$ cat src/hw/rtl/tcw_pkg.sv
`default_nettype none

package tcw_pkg;

    // Console geometry
    localparam int COLUMNS   = 80;
    localparam int ROWS      = 25;
    localparam int TAB_WIDTH = 4;
    localparam int CELLS     = ROWS * COLUMNS;

    // Field widths
    localparam int COL_W  = 7;
    localparam int ROW_W  = 5;
    localparam int LIN_W  = 11;
    localparam int ADDR_W = $clog2(CELLS);
    localparam int TAB_W  = (TAB_WIDTH > 1) ? $clog2(TAB_WIDTH) : 1;

    // Opcodes
    localparam logic [1:0] OPC_PUT   = 2'd0;
    localparam logic [1:0] OPC_ERASE = 2'd1;
    localparam logic [1:0] OPC_CLEAR = 2'd2;
    localparam logic [1:0] OPC_READ  = 2'd3;

    // Special characters
    localparam logic [7:0] CH_TAB   = 8'h09;
    localparam logic [7:0] CH_LF    = 8'h0A;
    localparam logic [7:0] CH_CR    = 8'h0D;
    localparam logic [7:0] CH_BLANK = 8'h20;

    localparam logic [7:0] RESET_ATTR       = 8'h07;
    localparam logic [7:0] RESET_CLEAR_ATTR = 8'h09;

    // Configuration register indexes
    localparam logic REG_CLEAR_ATTR = 1'b0;
    localparam logic REG_ERASE_ATTR = 1'b1;

    typedef enum logic [2:0] {
        CMD_PUT,
        CMD_NEWLINE,
        CMD_TAB,
        CMD_ERASE,
        CMD_CLEAR,
        CMD_READ
    } cmd_kind_t;

    typedef struct packed {
        cmd_kind_t        kind;
        logic [7:0]       char_code;
        logic [7:0]       attribute;
        logic [ROW_W-1:0] read_row;
        logic [COL_W-1:0] read_col;
        logic             read_ok;
        logic             cursor_enable;
    } cmd_t;

    typedef struct packed {
        logic [COL_W-1:0] cursor_col;
        logic [ROW_W-1:0] cursor_row;
        logic [LIN_W-1:0] cursor_linear;
        logic             cursor_write;
        logic             scrolled;
        logic [7:0]       cell_char;
        logic [7:0]       cell_attribute;
    } result_t;

    // Physical cell address of a logical (row, col); top is the physical row
    // that currently shows as logical row 0.
    function automatic logic [ADDR_W-1:0] cell_addr(
        input logic [ROW_W-1:0] row,
        input logic [COL_W-1:0] col,
        input logic [ROW_W-1:0] top
    );
        logic [ROW_W:0] phys;
        phys = {1'b0, row} + {1'b0, top};
        if (phys >= (ROW_W+1)'(ROWS))
        begin
            phys = phys - (ROW_W+1)'(ROWS);
        end
        return ADDR_W'(32'(phys) * COLUMNS + 32'(col));
    endfunction

endpackage

`default_nettype wire

$ cat src/hw/rtl/tcw_out_queue.sv
`default_nettype none

module tcw_out_queue (
    input  wire logic         clk,
    input  wire logic         rst_n,
    input  wire logic         out_push,
    input  tcw_pkg::result_t  result,
    output logic              out_full,
    output logic              empty,
    input  wire logic         pop,
    output tcw_pkg::result_t  head
);
    import tcw_pkg::*;

    result_t    slot_reg [2];
    logic       wr_ptr_reg, wr_ptr_next;
    logic       rd_ptr_reg, rd_ptr_next;
    logic [1:0] count_reg, count_next;
    logic       take_out;

    assign out_full = (count_reg == 2'd2);
    assign empty    = (count_reg == 2'd0);
    assign head     = slot_reg[rd_ptr_reg];
    assign take_out = pop && !empty;

    always_comb
    begin
        wr_ptr_next = wr_ptr_reg;
        rd_ptr_next = rd_ptr_reg;
        count_next  = count_reg;
        if (out_push)
        begin
            wr_ptr_next = ~wr_ptr_reg;
        end
        if (take_out)
        begin
            rd_ptr_next = ~rd_ptr_reg;
        end
        if (out_push && !take_out)
        begin
            count_next = count_reg + 2'd1;
        end
        else if (!out_push && take_out)
        begin
            count_next = count_reg - 2'd1;
        end
    end

    always_ff @(posedge clk or negedge rst_n)
    begin
        if (!rst_n)
        begin
            wr_ptr_reg <= 1'b0;
            rd_ptr_reg <= 1'b0;
            count_reg  <= 2'd0;
        end
        else
        begin
            wr_ptr_reg <= wr_ptr_next;
            rd_ptr_reg <= rd_ptr_next;
            count_reg  <= count_next;
        end
    end

    always_ff @(posedge clk)
    begin
        if (out_push)
        begin
            slot_reg[wr_ptr_reg] <= result;
        end
    end

endmodule

`default_nettype wire

$ cat config.mk
export PLATFORM = sky130hd
export DESIGN_NAME = tcw_out_queue
export DESIGN_NICKNAME = d
export VERILOG_FILES = /design/src/hw/rtl/tcw_pkg.sv /design/src/hw/rtl/tcw_out_queue.sv
export SDC_FILE = /design/constraint.sdc
export NUM_CORES = 1
export LEC_CHECK = 0
export BUFFER_PORTS_ARGS = -buffer_cell sky130_fd_sc_hd__buf_2
export CORE_AREA = 5 5 87 89
export DETAILED_ROUTE_END_ITERATION = 7
export DIE_AREA = 0 0 92 94
export GPL_TIMING_DRIVEN = 0
export PLACE_DENSITY = 0.77
export SYNTH_ARGS = -nofsm -noshare
export SYNTH_HDL_FRONTEND = slang
export SYNTH_SLANG_ARGS = --single-unit
$ cat constraint.sdc
create_clock -name clk -period 3.35 [get_ports clk]
set_clock_uncertainty 0.1 [all_clocks]
set_input_delay 0.1675 -clock clk [delete_from_list [all_inputs] [get_ports clk]]
set_output_delay 0.1675 -clock clk [all_outputs]
set_load 0.03 [all_outputs]
After elaboration in Yosys (flattened, before gate mapping)
Memories as Yosys holds them, arrays and structs flattened.
Index checks and enable logic that the tools add are counted.
{ "word_totals": {"inputBits": 45, "register_bits": 4, "output_inout_bits": 43, "word_cells": 21, "ram_bits": 82, "memories": 1} }
{ "classes": {"n_reduce_logical": 8, "n_eq_ne": 1, "n_bitwise": 2, "add_sub_neg": 2, "mux": 4} }
{ "mem_list": {"columns": ["name", "words", "width", "rd", "rd_clocked_by_memory_dff", "wr", "line", "text"], "rows": [
  ["slot_reg", 2, 41, 1, 0, 1, "tcw_out_queue.sv:15", "result_t slot_reg [2];"]
]} }
{ "ops": {"columns": ["operator", "count"], "rows": [
  ["two-way mux 2 bit", 2],
  ["logical AND 1 bit", 3],
  ["logical NOT 1 bit", 3],
  ["adder 2 x 1 -> 2 bit, second input constant", 1],
  ["== test 2 bit, second input constant", 1],
  ["logical NOT 2 bit", 1],
  ["two-way mux 1 bit", 2],
  ["inverter 1 bit", 2],
  ["nonzero test 2 bit", 1],
  ["subtractor 2 x 1 -> 2 bit, second input constant", 1]
]} }

Longest topological paths before layout
Gate-level depths: netlist of the first run.
{ "depth": {"word_depth": 6, "depth_mapped": 5} }

Least setup slack after synthesis of the first run
No wires, ideal clock.
{ "synth_path": {"path_kind": "flip-flop to flip-flop", "from": "reg wr_ptr_reg", "to": "mem slot_reg[0][0] (netlist name) (enable)", "setup_slack_ps": 569, "path_buffers": 0, "period_less_slack_ps": 2781, "arrival_ps": 2237, "required_time_ps": 2806, "setup_ps": 444, "stages_incl_launch_ff": 2, "cell_sequence": "dfrtp_1 nor2b_1"} }
{ "synth_lines": {"columns": ["item", "line", "text"], "rows": [
  ["start, declared", "tcw_out_queue.sv:16", "logic wr_ptr_reg, wr_ptr_next;"],
  ["start signal, assigned", "tcw_out_queue.sv:59", "wr_ptr_reg <= wr_ptr_next;"],
  ["end, declared", "tcw_out_queue.sv:15", null]
]} }
No word-level cell before the write port.

==> flow_metrics.tcl, run 1 <==
set metrics [dict create \
    cts_buffer_depth 2 \
    numCtsBuffers 9 \
    synth_top_area_cell "edfxtp_1" \
    first_pass_iters 4 \
    n_antenna_cell 0 \
    syn_inst 144 \
    cp.arrival_ns 1.49 \
    met1Wirelength_mm 2.39 \
    synth_area_per_cell_um2 23.3 \
    relSlewSlack_pct 63.7 \
    wire_per_inst_um 16.1 \
    holdCritPathClass "input port to async pin" \
    layout-area-overhead-vs-synth_pct 36.6 \
    pin_count 88 \
    core-area_um2 6680 \
    gp_congestion 0.668 \
    leakage_uw 0.00188 \
    cp_max_fo 10 \
    htreeDepth 3 \
    critical_path.startpoint_type "flip-flop" \
    grt_first_pass_wirelength_mm 9.43 \
    first_iter_violations 45 \
    synth_ff_type "edfxtp_1" \
    post_cts_buffers 0 \
    synth_fa_ha_area_share_pct 0.374 \
    postRouteAntennaNets 0 \
    period_share_pct 52.4 \
    synth.area.mux_share_pct 18.2 \
    num_vias 1764 \
    synth_top_area_share_pct 73.5 \
    yosys_warnings 0 \
    wl_met2_mm 3.22 \
    yosysMostFrequentCell "edfxtp_1" \
    layout_min_cycle_time_ns 1.76 \
    rsz0062_at_grt "no" \
    worstMarginPinSlew_ns 0.544 \
    drv_slew 0 \
    die_w_um 92 \
    fp-row-count 30 \
    port_buffers 87 \
    place_hpwl_mm 3.89 \
    synth_nets 190 \
    cts_tree "built" \
    synthTopCellsByArea "edfxtp_1 (74%), mux2_4 (17%), dfrtp_1 (3.0%)" \
    start_util_pct 50.1 \
    synth_compound_area_share_pct 0.149 \
    grt_use_total_pct 14.4 \
    root_buffer "clkbuf_8" \
    clk_latency_ns 0.33 \
    finalSetupViolCount 0 \
    max_freq_ghz 0.569 \
    via_per_inst 4.74 \
    status "finished clean" \
    synth_simple_gate_area_share_pct 0.784 \
    synth-seq-area-share_pct 76.5 \
    whs_ns 0.0665 \
    grt_overflow 0 \
    die_area_um2 8650 \
    post-route-worst-setup-slack_ns 1.59 \
    synthArstFlopShare_pct 4.65 \
    synth_edf_count 82 \
    synth.cells.most_frequent "edfxtp_1 (82), mux2_4 (39), buf_12 (4), dfrtp_1 (4), xor2_1 (3)" \
    pre_cts_ws_ns 1.76 \
    route.top_layer_used "met4" \
    die_y_um 94 \
    path_class "flip-flop to output port" \
    finalHoldViolCount 0 \
    synth_top_family_by_area "multiplexers" \
    ys_ff_latch 86 \
    clk_pin_slew_ns 0.08 \
    drc 0 \
    end_kind "output port" \
    power_density_nw_per_um2 846 \
    nNetsFinal 333 \
    cap_violations 0 \
    wirelength_mm 5.98 \
    grt_pass1_vias 1909 \
    synth_xor_area_share_pct 1.31 \
    largest_reg_flops 82 \
    antenna_found_initial 0 \
    grt_max_degree 26 \
    peakVddDrop_mv 0.596 \
    route.met3.wl_um 281 \
    ctsResizeCount 0 \
    clock-sinks 86 \
    cp.required_ns 3.08 \
    synth_cell_types 13 \
    drive_above_1_share_pct 51.7 \
    syn_area_um2 3350 \
]
==> final cells by class <==
class	instances	area, µm²
Fill cell	453	2100
Tap cell	80	100
Clock inverter	7	88.8
Timing Repair Buffer	132	906
Sequential cell	86	2560
Multi-Input combinational cell	53	704
Clock buffer	9	124
Buffer	5	91.3
==> timing repair <==
item | in CTS | in global routing
hold endpoints to repair | 87 | 0
hold buffers | 43 | 0
endpoints found under the setup margin | 0 | 0
==> per-stage QoR <==
stage	instances	total power (µW)	utilization [%]	instance area [µm²]	TNS, ns
global route	372	4050	68.5	4580	0
finish	372	3870	68.5	4580	0
global placement	311	3070	58.1	3880	-16.94
floorplan	144	2740	-	3350	0
CTS	372	3920	68.5	4580	0
detailed placement	313	3120	58.9	3930	0
==> power breakdown <==
part	total [µW]	internal, µW	switching [µW]
logic	1610	708	903
clock network	760	415	345
registers	1500	1430	71.8
==> worst max-delay path, cell delays in order, from the launching register on <==
cell and delay (ns):
dfrtp_1 0.38, buf_6 0.15, buf_12 0.15, mux2_4 0.30
buf_2 0.18
==> cell families (layout without fill, tap and decap cells) <==
| logic type | Yosys count | after routing |
|---|---|---|
| AO/OA/AOI/OAI | 1 | 1 |
| adder cells (fa/ha/maj) | 1 | 1 |
| multiplexers | 41 | 41 |
| buffers and inverters | 5 | 153 |
| AND/OR/NAND/NOR | 5 | 5 |
| XOR/XNOR | 5 | 5 |
| flip-flops | 86 | 86 |
==> worst paths after layout <==
check / startpoint / to / slack, ns / cells past startpoint
min: rst_n / wr_ptr_reg / 0.07 / 2
min reg2reg: count_reg[1] / count_reg[1] / 0.42 / 1
min in group clk: pop / rd_ptr_reg / 0.07 / 3
max reg2reg: wr_ptr_reg / slot_reg[0][6] / 1.78 / 2
max: rd_ptr_reg / head[37] / 1.59 / 4
max in group asynchronous: rst_n / rd_ptr_reg / 2.95 / 2
==> cells in the final DEF, fill, tap and decap left out <==
cell type,n
clkinv_1,2
clkinv_4,1
buf_6,1
ha_1,1
xor2_1,3
nor2b_4,1
o21ai_1,1
clkinv_2,1
clkbuf_8,9
xnor2_1,2
edfxtp_1,82
mux2_4,39
nor2b_1,1
nor2_1,2
bufinv_16,2
and2_2,1
mux2_2,2
dfrtp_1,4
dlygate4sd3_1,43
buf_2,87
buf_12,6
clkinvlp_4,1
==> per-layer routing <==
metal  vias up  global-route usage, %
met4         0                   7.05
li1        845                      -
met2        59                   25.7
met1       849                   16.4
met3        11                   2.96
met5         -                      0
Note: power is estimated with default switching activity, not from simulation.
==> run 2, diff against run 1 <==
Clock period 3.35 ns to 1.8 ns, I/O delays scaled along.
==> flow_metrics.tcl, run 2 (synthesis results as in run 1) <==
set metrics [dict create \
    status "complete, but fails checks" \
    violations "setup timing" \
    place_area_um2 3890 \
    critical_path.startpoint_type "flip-flop" \
    switching_share_pct 35.1 \
    finalSetupViolCount 54 \
    critPathMaxStageDelay_ns 0.91 \
    grt_first_pass_wirelength_mm 9.21 \
    ctsResizeCount 0 \
    gp_congestion 0.637 \
    port_buffers 87 \
    die_y_um 94 \
    post-route-worst-setup-slack_ns -0.0490 \
    grt_pass1_vias 1940 \
    cts_buffer_depth 2 \
    clk_pin_slew_ns 0.07 \
    start_util_pct 50.1 \
    rsz0062_at_grt "yes" \
    wirelength_mm 5.85 \
    grt_max_degree 42 \
    fp-row-count 30 \
    place_hpwl_mm 3.58 \
    pre_cts_ws_ns -0.103 \
    wire_per_inst_um 15.8 \
    crit_path_cell_trace "nor2b_2" \
    cts_tree "built" \
    htreeDepth 3 \
    first_pass_iters 4 \
    cp_slowest_cell "nor2b_2" \
    cp.arrival_ns 1.71 \
    antenna_found_initial 0 \
    n_antenna_cell 0 \
    grt_use_total_pct 14.2 \
    die_w_um 92 \
    period_share_pct 103 \
    drive_above_1_share_pct 50.5 \
    cpLargestDelayFamily "simple AND/OR/NAND/NOR gates" \
    final_cell_mix "buf_2 (87), edfxtp_1 (82), dlygate4sd3_1 (45)" \
    power_density_nw_per_um2 1520 \
    relSlewSlack_pct 23.4 \
    die_area_um2 8650 \
    drc 0 \
    cap_violations 0 \
    pwr-share-clk_pct 15.6 \
    worstMarginPinSlew_ns 1.14 \
    cp_num_buf_inv 0 \
    power.share.sequential_pct 41.2 \
    clk_latency_ns 0.33 \
    grt_overflow 0 \
    first_iter_violations 50 \
    numCtsBuffers 9 \
    path_class "flip-flop to flip-flop" \
    leakage_uw 0.00184 \
    pin_count 88 \
    pwr-share-comb_pct 43.2 \
    root_buffer "clkbuf_8" \
    finalHoldViolCount 0 \
    post_cts_buffers 0 \
    peakVddDrop_mv 0.856 \
    postRouteAntennaNets 0 \
    holdCritPathClass "input port to flip-flop" \
    core-area_um2 6680 \
    nNetsFinal 334 \
    clock-sinks 86 \
    power.internal_uw 4420 \
    max_freq_ghz 0.541 \
    via_per_inst 4.73 \
    drv_slew 0 \
    fin_area_um2 4500 \
    largest_reg_flops 82 \
    mostFrequentLayoutCell "buf_2" \
    whs_ns 0.0628 \
    fillers 458 \
    power.switching_uw 2390 \
    layout-area-overhead-vs-synth_pct 34.3 \
    end_kind "flip-flop" \
    cp.required_ns 1.66 \
    num_vias 1755 \
    cp_max_fo 20 \
    layout_min_cycle_time_ns 1.85 \
]
==> run 2: cell types whose count changed in the layout (fill, tap and decap cells not counted), sizes merged <==
cell,previous run,this run
bufinv,2,0
buf,94,92
clkinvlp,1,0
dlygate4sd3,43,45
nor2b,2,3
clkinv,4,3
clkbuf,9,11
==> run 2: power by group through the flow <==
stage,registers [µW],logic (µW),clock network (µW)
after floorplan,2810,2290,0
final,2810,2950,1060
after CTS,2810,2990,1100
after global routing,2850,3120,1180
after global placement,2820,2880,0
after detailed placement,2850,2900,0
==> run 2: metal layers <==
layer | track usage [%] | wire (µm) | share of wire [%] | up-vias
li1 | - | - | - | 847
met1 | 16.5 | 2370 | 41 | 842
met4 | 6.31 | 104 | 1.8 | 0
met5 | 0 | 0 | 0 | -
met2 | 24.9 | 3060 | 52 | 56
met3 | 3.45 | 303 | 5.2 | 10
==> run 2: final timing paths <==
path | startpoint | endpoint | slack (ns) | cells after the start
max | wr_ptr_reg | slot_reg[0][10] | -0.05 | 1
min | out_push | count_reg[0] | 0.06 | 3
max reg2reg | wr_ptr_reg | slot_reg[0][10] | -0.05 | 1
min reg2reg | count_reg[1] | count_reg[1] | 0.44 | 1
max in group asynchronous | rst_n | rd_ptr_reg | 0.88 | 3
min in group asynchronous | rst_n | wr_ptr_reg | 0.55 | 3
==> run 2: what timing repair did <==
item,CTS,global route
setup endpoints to repair,81,61
hold endpoints to repair,88,0
hold buffers,45,0
gates cloned,1,0
==> run 2: cell type report <==
class	instances	area [µm²]	share of cell area (%)
Timing Repair Buffer	132	886	19.7
Clock buffer	11	131	2.92
Sequential cell	86	2560	57.0
Multi-Input combinational cell	54	713	15.9
Tap cell	80	100	2.23
Clock inverter	3	13.8	0.306
Buffer	5	91.3	2.03
==> run 2: stage by stage <==
| stage | std cells | total power, µW | util, % | TNS, ns |
|---|---|---|---|---|
| final | 371 | 6820 | 67.3 | -1.16 |
| after global routing | 371 | 7150 | 67.3 | -8.50 |
| after CTS | 371 | 6910 | 67.3 | -5.62 |
| after detailed placement | 311 | 5750 | 58.3 | -4.11 |
| after global placement | 311 | 5710 | 58.3 | -3.64 |
| after floorplan | 144 | 5100 | - | 0 |
