--- src/hw/rtl/tcw_pkg.sv ---
`default_nettype none

package tcw_pkg;

    // Console geometry
    localparam int COLUMNS   = 80;
    localparam int ROWS      = 25;
    localparam int TAB_WIDTH = 4;
    localparam int CELLS     = ROWS * COLUMNS;

    // Field widths
    localparam int COL_W  = 7;
    localparam int ROW_W  = 5;
    localparam int LIN_W  = 11;
    localparam int ADDR_W = $clog2(CELLS);
    localparam int TAB_W  = (TAB_WIDTH > 1) ? $clog2(TAB_WIDTH) : 1;

    // Opcodes
    localparam logic [1:0] OPC_PUT   = 2'd0;
    localparam logic [1:0] OPC_ERASE = 2'd1;
    localparam logic [1:0] OPC_CLEAR = 2'd2;
    localparam logic [1:0] OPC_READ  = 2'd3;

    // Special characters
    localparam logic [7:0] CH_TAB   = 8'h09;
    localparam logic [7:0] CH_LF    = 8'h0A;
    localparam logic [7:0] CH_CR    = 8'h0D;
    localparam logic [7:0] CH_BLANK = 8'h20;

    localparam logic [7:0] RESET_ATTR       = 8'h07;
    localparam logic [7:0] RESET_CLEAR_ATTR = 8'h09;

    // Configuration register indexes
    localparam logic REG_CLEAR_ATTR = 1'b0;
    localparam logic REG_ERASE_ATTR = 1'b1;

    typedef enum logic [2:0] {
        CMD_PUT,
        CMD_NEWLINE,
        CMD_TAB,
        CMD_ERASE,
        CMD_CLEAR,
        CMD_READ
    } cmd_kind_t;

    typedef struct packed {
        cmd_kind_t        kind;
        logic [7:0]       char_code;
        logic [7:0]       attribute;
        logic [ROW_W-1:0] read_row;
        logic [COL_W-1:0] read_col;
        logic             read_ok;
        logic             cursor_enable;
    } cmd_t;

    typedef struct packed {
        logic [COL_W-1:0] cursor_col;
        logic [ROW_W-1:0] cursor_row;
        logic [LIN_W-1:0] cursor_linear;
        logic             cursor_write;
        logic             scrolled;
        logic [7:0]       cell_char;
        logic [7:0]       cell_attribute;
    } result_t;

    // Physical cell address of a logical (row, col); top is the physical row
    // that currently shows as logical row 0.
    function automatic logic [ADDR_W-1:0] cell_addr(
        input logic [ROW_W-1:0] row,
        input logic [COL_W-1:0] col,
        input logic [ROW_W-1:0] top
    );
        logic [ROW_W:0] phys;
        phys = {1'b0, row} + {1'b0, top};
        if (phys >= (ROW_W+1)'(ROWS))
        begin
            phys = phys - (ROW_W+1)'(ROWS);
        end
        return ADDR_W'(32'(phys) * COLUMNS + 32'(col));
    endfunction

endpackage

`default_nettype wire

--- src/hw/rtl/tcw_front.sv ---
`default_nettype none

module tcw_front (
    input  wire logic             clk,
    input  wire logic             rst_n,
    input  wire logic             take,
    input  wire logic [1:0]       opcode,
    input  wire logic [7:0]       char_code,
    input  wire logic [7:0]       attribute,
    input  wire logic [4:0]       read_row,
    input  wire logic [6:0]       read_col,
    input  wire logic             cursor_enable,
    output logic                  q_full,
    output logic                  cmd_valid,
    output tcw_pkg::cmd_t         cmd,
    input  wire logic             cmd_pop
);
    import tcw_pkg::*;

    cmd_t       slot_reg [2];
    logic       wr_ptr_reg, wr_ptr_next;
    logic       rd_ptr_reg, rd_ptr_next;
    logic [1:0] count_reg, count_next;
    cmd_t       classified;

    // Classify the incoming beat
    always_comb
    begin
        classified.char_code     = char_code;
        classified.attribute     = attribute;
        classified.read_row      = read_row;
        classified.read_col      = read_col;
        classified.cursor_enable = cursor_enable;
        classified.read_ok       = (32'(read_row) < ROWS) && (32'(read_col) < COLUMNS);
        unique case (opcode)
            OPC_PUT:
            begin
                if (char_code == CH_LF || char_code == CH_CR)
                begin
                    classified.kind = CMD_NEWLINE;
                end
                else if (char_code == CH_TAB)
                begin
                    classified.kind = CMD_TAB;
                end
                else
                begin
                    classified.kind = CMD_PUT;
                end
            end
            OPC_ERASE: classified.kind = CMD_ERASE;
            OPC_CLEAR: classified.kind = CMD_CLEAR;
            OPC_READ:  classified.kind = CMD_READ;
            default:   classified.kind = CMD_READ;
        endcase
    end

    assign q_full    = (count_reg == 2'd2);
    assign cmd_valid = (count_reg != 2'd0);
    assign cmd       = slot_reg[rd_ptr_reg];

    always_comb
    begin
        wr_ptr_next = wr_ptr_reg;
        rd_ptr_next = rd_ptr_reg;
        count_next  = count_reg;
        if (take)
        begin
            wr_ptr_next = ~wr_ptr_reg;
        end
        if (cmd_pop)
        begin
            rd_ptr_next = ~rd_ptr_reg;
        end
        if (take && !cmd_pop)
        begin
            count_next = count_reg + 2'd1;
        end
        else if (!take && cmd_pop)
        begin
            count_next = count_reg - 2'd1;
        end
    end

    always_ff @(posedge clk or negedge rst_n)
    begin
        if (!rst_n)
        begin
            wr_ptr_reg <= 1'b0;
            rd_ptr_reg <= 1'b0;
            count_reg  <= 2'd0;
        end
        else
        begin
            wr_ptr_reg <= wr_ptr_next;
            rd_ptr_reg <= rd_ptr_next;
            count_reg  <= count_next;
        end
    end

    always_ff @(posedge clk)
    begin
        if (take)
        begin
            slot_reg[wr_ptr_reg] <= classified;
        end
    end

endmodule

`default_nettype wire

--- config.mk ---
export PLATFORM = sky130hd
export DESIGN_NAME = tcw_front
export DESIGN_NICKNAME = d
export VERILOG_FILES = /design/src/hw/rtl/tcw_pkg.sv /design/src/hw/rtl/tcw_front.sv
export SDC_FILE = /design/constraint.sdc
export NUM_CORES = 1
export LEC_CHECK = 0
export CAP_MARGIN = 5
export CORE_MARGIN = 2
export CORE_UTILIZATION = 40
export CTS_BUF_LIST = sky130_fd_sc_hd__clkbuf_8 sky130_fd_sc_hd__clkbuf_16
export DETAILED_ROUTE_END_ITERATION = 8
export DONT_BUFFER_PORTS = 1
export SLEW_MARGIN = 20
export SYNTH_ARGS = -nofsm -noshare
export SYNTH_HDL_FRONTEND = slang
export SYNTH_SLANG_ARGS = --single-unit
export TNS_END_PERCENT = 50
--- constraint.sdc ---
create_clock -name clk -period 3.2 [get_ports clk]
set_input_delay 0.32 -clock clk [delete_from_list [all_inputs] [get_ports clk]]
set_output_delay 0.32 -clock clk [all_outputs]
set_load 0.02 [all_outputs]
# Word level (Yosys, flattened, before mapping)
# Memory sizes are Yosys's and may differ from the RTL's.
# Cells that the tools add are included.
# totals
regBits	4
latch_bits	0
ramBits	66
romBits	0
input_bits	35
out_inout_bits	35
wordCells	33
n_memories	1
# mem_list
memory	depth	width	read_ports	rd_ports_with_merged_regs	wr	line_no	source
slot_reg	2	33	1	0	1	tcw_front.sv:20	cmd_t slot_reg [2];
# op_classes
add_sub_neg	2
multipliers	0
n_div	0
magnitude_cmp	2
eq_ne	7
shifts	0
mux	7
bitwise	2
reduce_logical	9
# ops
op	count
$eq 8x4->1 const B	3
$pmux 3 s4	1
$mux 2	4
$lt 7x7->1 const B	1
$eq 2x2->1 const B	3
$lt 5x5->1 const B	1
$reduce_bool 2->1	2
$logic_and 1x1->1	3
$add 2x1->2 const B	1
$eq 2x1->1 const B	1
$logic_not 1->1	2
$logic_not 2->1	1
$mux 1	2
$not 1->1	2
$sub 2x1->2 const B	1
$logic_or 1x1->1	1

# Logic depth before layout (Yosys ltp)
# Gate-level depths: netlist of the first run.
# logic_depth
word_depth	4
mapped_depth	5
mapped_depth_nobuf	5

# Worst setup path before layout of the first run
# OpenSTA, ideal clock, no wires.
# synth_timing
kind	flip-flop to flip-flop
from	register wr_ptr_reg
to	memory slot_reg[0][0] (netlist bit) (enable)
setup_time_ns	0.427
arrival_ns	1.886
required_ns	2.773
setup_slack_ns	0.887
path_stages_with_launch	2
cell_sequence	dfrtp_1 > nor2b_1
# synth_rtl
element	line_no	source
start, declared	tcw_front.sv:21	logic wr_ptr_reg, wr_ptr_next;
start signal, assigned	tcw_front.sv:95	wr_ptr_reg <= wr_ptr_next;
end, declared	tcw_front.sv:20	
# No word-level cell before the write port.

==> results of run 1 <==
==> synth_stat cells (all sizes together) <==
| library cell | number | area [µm²] |
|---|---|---|
| edfxtp | 66 | 1980 |
| mux2 | 33 | 480 |
| buf | 4 | 71.3 |
| dfrtp | 4 | 100 |
| xor2 | 4 | 35.0 |
| nor2b | 3 | 18.8 |
| and2 | 2 | 12.5 |
| inv | 2 | 7.51 |
| o21ai | 2 | 10.0 |
| a21oi | 1 | 5.00 |
| clkbuf | 1 | 3.75 |
| ha | 1 | 12.5 |
| nand2b | 1 | 6.26 |
| nand3b | 1 | 7.51 |
| nor2 | 1 | 3.75 |
| nor3b | 1 | 7.51 |
| nor4 | 1 | 6.26 |
| o22ai | 1 | 6.26 |
| o311ai | 1 | 8.76 |
| or2 | 1 | 6.26 |
| xnor2 | 1 | 8.76 |
==> kinds of logic (layout without fill, tap and decap cells) <==
family	after synthesis	after routing	synth area share, %
muxes	33	33	17.2
DFF	70	70	74.4
adders and majority gates	1	1	0.447
and+or+nand+nor	11	11	2.46
AOI/OAI and AO/OA	5	5	1.07
buffers and inverters	7	20	2.95
xor gates and xnor gates	5	5	1.56
==> layout by cell type, fill, tap and decap left out, types with 2 or more instances in the layout <==
cell,count
dfrtp_1,3
bufinv_16,3
inv_1,3
o21ai_0,2
and2_1,2
xor2_1,4
clkbuf_8,9
mux2_2,4
nor2b_1,2
edfxtp_1,66
clkinvlp_4,2
mux2_4,29
==> worst max path at each step <==
stage,end,slack (ps),depth (start not counted)
floorplan,slot_reg[0][0],890,1
global placement,cmd[1],1360,1
detailed placement,cmd[2],1320,1
CTS,cmd[2],950,1
global route,cmd[2],910,1
finish,cmd[1],1020,1
==> where the power goes <==
group	switching (mW)	internal, mW	total, mW	leakage (nW)
logic	0.429	0.348	0.777	0.333
clock network	0.310	0.513	0.823	0.117
registers	0.171	1.22	1.39	0.666
total	0.910	2.08	2.99	1.11
==> per-layer routing <==
metal | track usage, % | vias up | share of wire, %
li1 | - | 521 | -
met1 | 11.4 | 567 | 37
met2 | 19.0 | 56 | 52
met3 | 7.16 | 5 | 10
met4 | 6.71 | 0 | 1.0
met5 | 0 | - | 0
==> through the flow <==
| stage | std cells | total power [mW] | setup WS [ps] |
|---|---|---|---|
| after detailed placement | 224 | 2.21 | 1320 |
| final | 241 | 2.99 | 1020 |
| after CTS | 241 | 3.04 | 954 |
| after floorplan | 132 | 2.17 | 887 |
| after global routing | 241 | 3.13 | 909 |
| after global placement | 224 | 2.18 | 1360 |
==> final cells by class <==
class	count	area (µm²)	area share (%)
sequential	70	2080	67.0
multi-input combinational	55	643	20.7
clock buffer	9	124	3.98
tap	96	120	3.86
clock inverter	7	114	3.66
timing repair buffer	2	17.5	0.563
inverter	2	7.51	0.241
==> results.json, run 1 <==
{
  "run_status": "completed",
  "ir_worst_vdd_v": 0.000458,
  "critical_path_arrival_ps": 1860,
  "p_leak_nw": 1.11,
  "holdCritStartpoint": "take",
  "io_pins": 70,
  "place_area_um2": 2860,
  "critPathMaxFanout": 34,
  "grtUsageTotal_pct": 11.7,
  "rr_worst_depth": 2,
  "path_clk_slew_ps": 70,
  "maxSlewViolCount": 0,
  "cts_root_buffer": "clkbuf_8",
  "slowest_delay_ps": 1040,
  "avgViaCountPerCell": 4.77,
  "rrSetupSlack_ps": 1460,
  "finalSetupTns_ps": 0,
  "num_rows": 30,
  "r2r_end": "slot_reg[1][9]",
  "hp-class": "in2reg",
  "dieWidth_um": 87.7,
  "place_congestion": 0.727,
  "clock_skew_ps": 9.82,
  "htree_num_levels": 3,
  "drc": 0,
  "slew_headroom_pct": 32.3,
  "grt_pass1_wl_mm": 6.32,
  "cts_buffers": 9,
  "num_vias": 1149,
  "cts_buffer_depth": 2,
  "path_buf_inv": 0,
  "hold_violations": 0,
  "grt_pass1_vias": 1237,
  "synth_cells": 132,
  "largest_reg_flops": 66,
  "diodes": 0,
  "start_util_pct": 41.2,
  "synth-seq-cells": 70,
  "powerDensity_nw_per_um2": 963,
  "clkLatencyLatePin_ps": 330,
  "start_kind": "flop",
  "drive_gt1_share_pct": 35.9,
  "area_growth_pct": 11.0,
  "drt_iter0_markers": 75,
  "fin_area_um2": 3110,
  "cp_top_family": "flip-flops",
  "grt_setup_unrepaired": "no",
  "seq_area_frac_synth_pct": 74.4,
  "avgSynthCellArea_um2": 21.2,
  "antenna_left": 0,
  "required_ps": 2880,
  "cp-end-kind": "output port",
  "synth_fp_nets": 168,
  "slowest_stage": "dfrtp_2",
  "path_class": "reg2out",
  "die_area_um2": 7690,
  "post_drt_wl_per_cell_um": 17.4,
  "r2r_start": "wr_ptr_reg",
  "grt_max_degree": 35,
  "antenna_found_initial": 0,
  "post-route-min-period_ps": 2180,
  "synth_area_um2": 2800,
  "post_cts_buffers": 0,
  "worst_pin_slew_ps": 1020,
  "maxCapViolations": 0,
  "min_to": "wr_ptr_reg",
  "post_cts_resized": 0,
  "ys_types": 23,
  "ctsHoldBuffers": 1,
  "final_util_pct": 45.8,
  "clock_sinks": 70,
  "core_area_um2": 6790,
  "fmaxAchievable_ghz": 0.459,
  "cts_tree": "built",
  "hold_depth": 1,
  "whs_ps": 70.6,
  "dp_hpwl_mm": 2.81,
  "firstDrtPassIters": 4,
  "nets": 176,
  "finalWirelength_mm": 4.19,
  "fillCellCount": 583,
  "path_cells": "mux2_2",
  "startpoint": "rd_ptr_reg",
  "final-setup-viol-count": 0,
  "fin_crit_sh_pct": 68.0,
  "overflow": 0,
  "port-buffer-count": 0,
  "yosysWarnings": 0,
  "die_h_um": 87.7
}
No activity file was read; power rests on OpenSTA's default activity.
==> run 2: changes to the inputs <==
ABC_AREA = 1   (was default)
clock period = 2 ns   (was 3.2 ns; I/O delays follow)
==> run 2 against run 1 <==
  * Register-to-register slack worse by 840 ps
  * Combinational power up 96%
  * Routed wire length up 18%
  * Non-clock buffer count up 35
  * Largest cell class unchanged
  * Largest power group unchanged
  * Highest routed layer unchanged
==> results.json, run 2 <==
{
  "run_status": "completed",
  "ys.flop_type": "edfxtp_1",
  "post_cts_resized": 0,
  "clkLatencyLatePin_ps": 330,
  "dp_hpwl_mm": 3.23,
  "synthXorXnorAreaFrac_pct": 0.913,
  "hold_violations": 0,
  "die_h_um": 88.8,
  "grt_setup_unrepaired": "no",
  "core_area_um2": 6870,
  "synth_common_cells": "edfxtp_1, mux2_4, nand2_1",
  "overflow": 0,
  "place_congestion": 0.707,
  "grt_pass1_vias": 1486,
  "avgSynthCellArea_um2": 17.8,
  "startpoint": "rd_ptr_reg",
  "diodes": 0,
  "place_ws_ps": 537,
  "synth_fa_ha_area_share_pct": 0.435,
  "ir_worst_vdd_v": 0.000623,
  "r2r_start": "wr_ptr_reg",
  "cts_tree": "built",
  "slew_headroom_pct": 70.1,
  "synth_most_common_cell": "edfxtp_1",
  "synth_cells": 162,
  "drc": 0,
  "synth_top_area_share_pct": 68.9,
  "grt_max_degree": 34,
  "async_flop_share_pct": 5.71,
  "num_vias": 1398,
  "critical_path_arrival_ps": 1610,
  "synth_compound_area_share_pct": 0.435,
  "synth_edf_count": 66,
  "clock_sinks": 70,
  "grtUsageTotal_pct": 13.3,
  "fin_crit_sh_pct": 90.5,
  "start_util_pct": 41.9,
  "finalSetupTns_ps": 0,
  "area_growth_pct": 23.6,
  "avgViaCountPerCell": 4.57,
  "slowest_delay_ps": 600,
  "cp-end-kind": "output port",
  "synth_area_um2": 2880,
  "finalWirelength_mm": 4.95,
  "yosysWarnings": 0,
  "die_area_um2": 7890,
  "drive_gt1_share_pct": 25.7,
  "rrSetupSlack_ps": 620,
  "wl_met1_mm": 1.86,
  "synthSimpleGateAreaFrac_pct": 4.57,
  "num_rows": 30,
  "maxSlewViolCount": 0,
  "muxShareOfSynthArea_pct": 16.7,
  "p_leak_nw": 1.40,
  "post_drt_wl_per_cell_um": 16.2,
  "firstDrtPassIters": 4,
  "start_kind": "flop",
  "hp-class": "in2reg",
  "cts_buffers": 9,
  "path_cells": "buf_4, mux2_2",
  "port-buffer-count": 0,
  "synth_top_area_cell": "edfxtp_1",
  "routed.top_layer": "met4",
  "grt_pass1_wl_mm": 7.40,
  "final_common_cell": "edfxtp_1",
  "post-route-min-period_ps": 1810,
  "slowest_stage": "dfrtp_2",
  "largest_reg_flops": 66,
  "antenna_found_initial": 0,
  "powerDensity_nw_per_um2": 1400,
  "htree_num_levels": 3,
  "seq_area_frac_synth_pct": 72.4,
  "synth-seq-cells": 70,
  "dieWidth_um": 88.8,
  "path_clk_slew_ps": 70,
  "path_class": "reg2out",
  "final-setup-viol-count": 0,
  "cts_buffer_depth": 2,
  "ys_types": 18,
  "worst_pin_slew_ps": 447,
  "met3_length_um": 449,
  "fillCellCount": 551,
  "r2r_end": "slot_reg[0][25]",
  "nets": 241,
  "fmaxAchievable_ghz": 0.552,
  "timing.critical_path.to": "cmd[1]",
  "synth_top_family_by_area": "multiplexers",
  "critPathMaxFanout": 11,
  "drt_iter0_markers": 50,
  "rr_worst_depth": 2,
  "synth_area_leaders": "edfxtp_1, mux2_4, dfrtp_1, nand2_1, buf_12",
  "cts_root_buffer": "clkbuf_8",
  "wl_met2_mm": 2.56,
  "io_pins": 70,
  "required_ps": 1800,
  "final_cell_mix": "edfxtp_1, dlygate4sd3_1, mux2_4",
  "worst_slack_ps": 190,
  "antenna_left": 0,
  "synth_fp_nets": 198,
  "maxCapViolations": 0,
  "clock_skew_ps": 6.64
}
## run 2: per-stage QoR
step | instance area, µm² | hold WS [ps] | std cells | total power [mW] | util (%)
floorplan | 2880 | -95.6 | 162 | 3.47 | -
global placement | 2990 | -95.5 | 257 | 3.58 | 43.5
detailed placement | 2990 | -95.5 | 257 | 3.63 | 43.5
CTS | 3560 | 58.3 | 306 | 5.04 | 51.8
global route | 3560 | 65.3 | 306 | 5.19 | 51.8
finish | 3560 | 84.8 | 306 | 4.97 | 51.8
## run 2: where the power goes
group / switching, mW / total, mW / internal, mW
clock: 0.478 / 1.33 / 0.852
combinational: 0.870 / 1.52 / 0.650
sequential: 0.163 / 2.12 / 1.95
## run 2: repair_timing
action / in CTS / in global routing
buffers inserted: 0 / 0
hold buffers: 33 / 0
endpoints found under the hold margin: 66 / 0
## run 2: kinds of logic (layout without fill, tap and decap cells)
group	count (synthesis)	count (layout)
fa+ha+maj	1	1
compound gates	2	2
mux	33	33
buf+inv	20	68
flops	70	70
xor+xnor	3	3
simple gates	33	33
## run 2: final cells by class
class	instances	area [µm²]	share of cell area, %
Inverter	15	56.3	1.58
Multi-Input combinational cell	72	671	18.9
Clock inverter	6	103	2.89
Tap cell	96	120	3.38
Sequential cell	70	2080	58.6
Clock buffer	10	138	3.87
Timing Repair Buffer	37	385	10.8
## run 2: layer usage
| metal | track usage, % | vias up |
|---|---|---|
| li1 | - | 665 |
| met1 | 13.0 | 676 |
| met2 | 22.8 | 50 |
| met3 | 6.44 | 7 |
| met4 | 7.58 | 0 |
| met5 | 0 | - |
## run 2: critical path, delay by kind of cell (launching register included)
kind                   cells  cell delay, ps
buffers and inverters      1             260
muxes                      1             410
DFF                        1             600
## run 2: worst min-delay path by stage
stage	start	to	slack (ps)	depth (start not counted)
6_report	opcode[0]	slot_reg[1][30]	80	2
5_1_grt	opcode[0]	slot_reg[1][30]	70	2
4_1_cts	opcode[0]	slot_reg[0][30]	60	2
3_5_place_dp	rst_n	count_reg[1]	-100	0
3_3_place_gp	rst_n	count_reg[0]	-100	0
2_1_floorplan	rst_n	count_reg[0]	-100	0
==> run 3: changes to the inputs <==
==> constraint.sdc (replaced) <==
create_clock -name clk -period 2 [get_ports clk]
set_input_delay 0.4 -clock clk [delete_from_list [all_inputs] [get_ports clk]]
set_output_delay 0.4 -clock clk [all_outputs]
set_load 0.02 [all_outputs]
==> run 3 against run 2 <==
  * Global-route usage shrank 0.62 points
  * Largest cell class unchanged
  * First-iteration DRC count grew 26%
  * Via count shrank 5.6%
  * Non-clock buffer count shrank 28
==> results.json, run 3 (synthesized netlist as in run 2, its figures left out) <==
{
  "run_status": "completed",
  "place_area_um2": 3000,
  "area_growth_pct": 13.0,
  "required_ps": 1600,
  "path_clk_slew_ps": 70,
  "cts_root_buffer": "clkbuf_8",
  "grt_max_degree": 22,
  "post_drt_wl_per_cell_um": 16.9,
  "slowest_delay_ps": 500,
  "powerDensity_nw_per_um2": 1500,
  "htree_num_levels": 3,
  "num_rows": 30,
  "critical_path_arrival_ps": 1450,
  "final_cell_mix": "edfxtp_1, mux2_4, nand2_1",
  "drt_iter0_markers": 63,
  "dp_cells": 259,
  "finalWirelength_mm": 4.71,
  "fmaxAchievable_ghz": 0.539,
  "grt_setup_unrepaired": "no",
  "grt_pass1_wl_mm": 6.98,
  "drc": 0,
  "start_kind": "flop",
  "finalSetupTns_ps": 0,
  "fin_area_um2": 3250,
  "slowest_stage": "dfrtp_4",
  "final-setup-viol-count": 0,
  "hp-class": "in2reg",
  "drive_gt1_share_pct": 33.0,
  "place_congestion": 0.718,
  "clkLatencyLatePin_ps": 330,
  "die_area_um2": 7890,
  "grtUsageTotal_pct": 12.7,
  "dp_hpwl_mm": 3.33,
  "nets": 213,
  "grt_use_met1_pct": 11.9,
  "fillCellCount": 572,
  "top_usage_layer": "met2",
  "grt_util_met3_pct": 7.74,
  "largest_reg_flops": 66,
  "hold_violations": 0,
  "path_class": "reg2out",
  "slew_headroom_pct": 70.4,
  "port-buffer-count": 0,
  "cp-end-kind": "output port",
  "die_h_um": 88.8,
  "overflow": 0,
  "io_pins": 70,
  "cts_buffers": 9,
  "post-route-min-period_ps": 1850,
  "maxCapViolations": 0,
  "diodes": 0,
  "critPathMaxFanout": 7,
  "path_cells": "buf_4, mux2_2",
  "fin_crit_sh_pct": 92.7,
  "maxSlewViolCount": 0,
  "cp_top_family": "flip-flops",
  "antenna_left": 0,
  "final_common_cell": "edfxtp_1",
  "clock_skew_ps": 5.33,
  "multi_input_area_um2": 671,
  "use_met2_pct": 21.0,
  "worst_pin_slew_ps": 442,
  "cts_buffer_depth": 2,
  "avgViaCountPerCell": 4.75,
  "grt_pass1_vias": 1387,
  "core_area_um2": 6870,
  "place_ws_ps": 310,
  "cts_tree": "built",
  "start_util_pct": 41.9,
  "firstDrtPassIters": 4,
  "path_buf_inv": 1,
  "dieWidth_um": 88.8,
  "worst_slack_ps": 145,
  "num_vias": 1320,
  "stdcell_count": 278,
  "antenna_found_initial": 0,
  "ff_latch_area_um2": 2090,
  "clock_sinks": 70,
  "p_leak_nw": 1.26,
  "ir_worst_vdd_v": 0.000630
}
## run 3: cell count changes in the layout (fill, tap and decap cells not counted), sizes merged
cell,change
buf,+4
bufinv,-1
clkbuf,-1
clkinv,+1
clkinvlp,+2
dlygate4sd3,-32
inv,-1
## run 3: layer usage
layer | part of all wire (%) | vias up
met5 | 0 | -
met4 | 2.3 | 0
met3 | 12 | 11
met2 | 51 | 62
met1 | 35 | 639
li1 | - | 608
## run 3: per-stage QoR
step	hold slack (ps)	total power, mW	utilization, %
after floorplan	104	3.47	-
after global placement	104	3.60	43.7
after detailed placement	104	3.65	43.7
after CTS	119	4.93	47.3
after global routing	122	5.09	47.3
final	138	4.87	47.3
## run 3: layout make-up
cell class | instances | share of cell area [%]
Clock buffer | 9 | 3.81
Clock inverter | 7 | 3.00
Inverter | 15 | 1.73
Multi-Input combinational cell | 72 | 20.6
Sequential cell | 70 | 64.2
Tap cell | 96 | 3.70
Timing Repair Buffer | 9 | 2.93
## run 3: final timing paths
path / from / endpoint / slack, ps / cells after the start
max: rd_ptr_reg / cmd[2] / 150 / 2
min: cmd_pop / rd_ptr_reg / 140 / 1
max reg2reg: wr_ptr_reg / slot_reg[0][31] / 620 / 2
min reg2reg: count_reg[1] / count_reg[1] / 490 / 2
max in group asynchronous: rst_n / rd_ptr_reg / 1480 / 1
min in group asynchronous: rst_n / rd_ptr_reg / 330 / 1
## run 3: repair_timing
action / 4_1_cts / 5_1_grt
hold buffers: 1 / 0
resized for setup: 1 / 0
endpoints found under the hold margin: 4 / 0
endpoints found under the setup margin: 8 / 0
setup buffers: 2 / 0
## run 3: where the power goes
part	internal, mW	total (mW)	switching (mW)
clock network	0.705	1.23	0.527
logic	0.652	1.55	0.896
registers	1.96	2.09	0.128
total	3.32	4.87	1.55
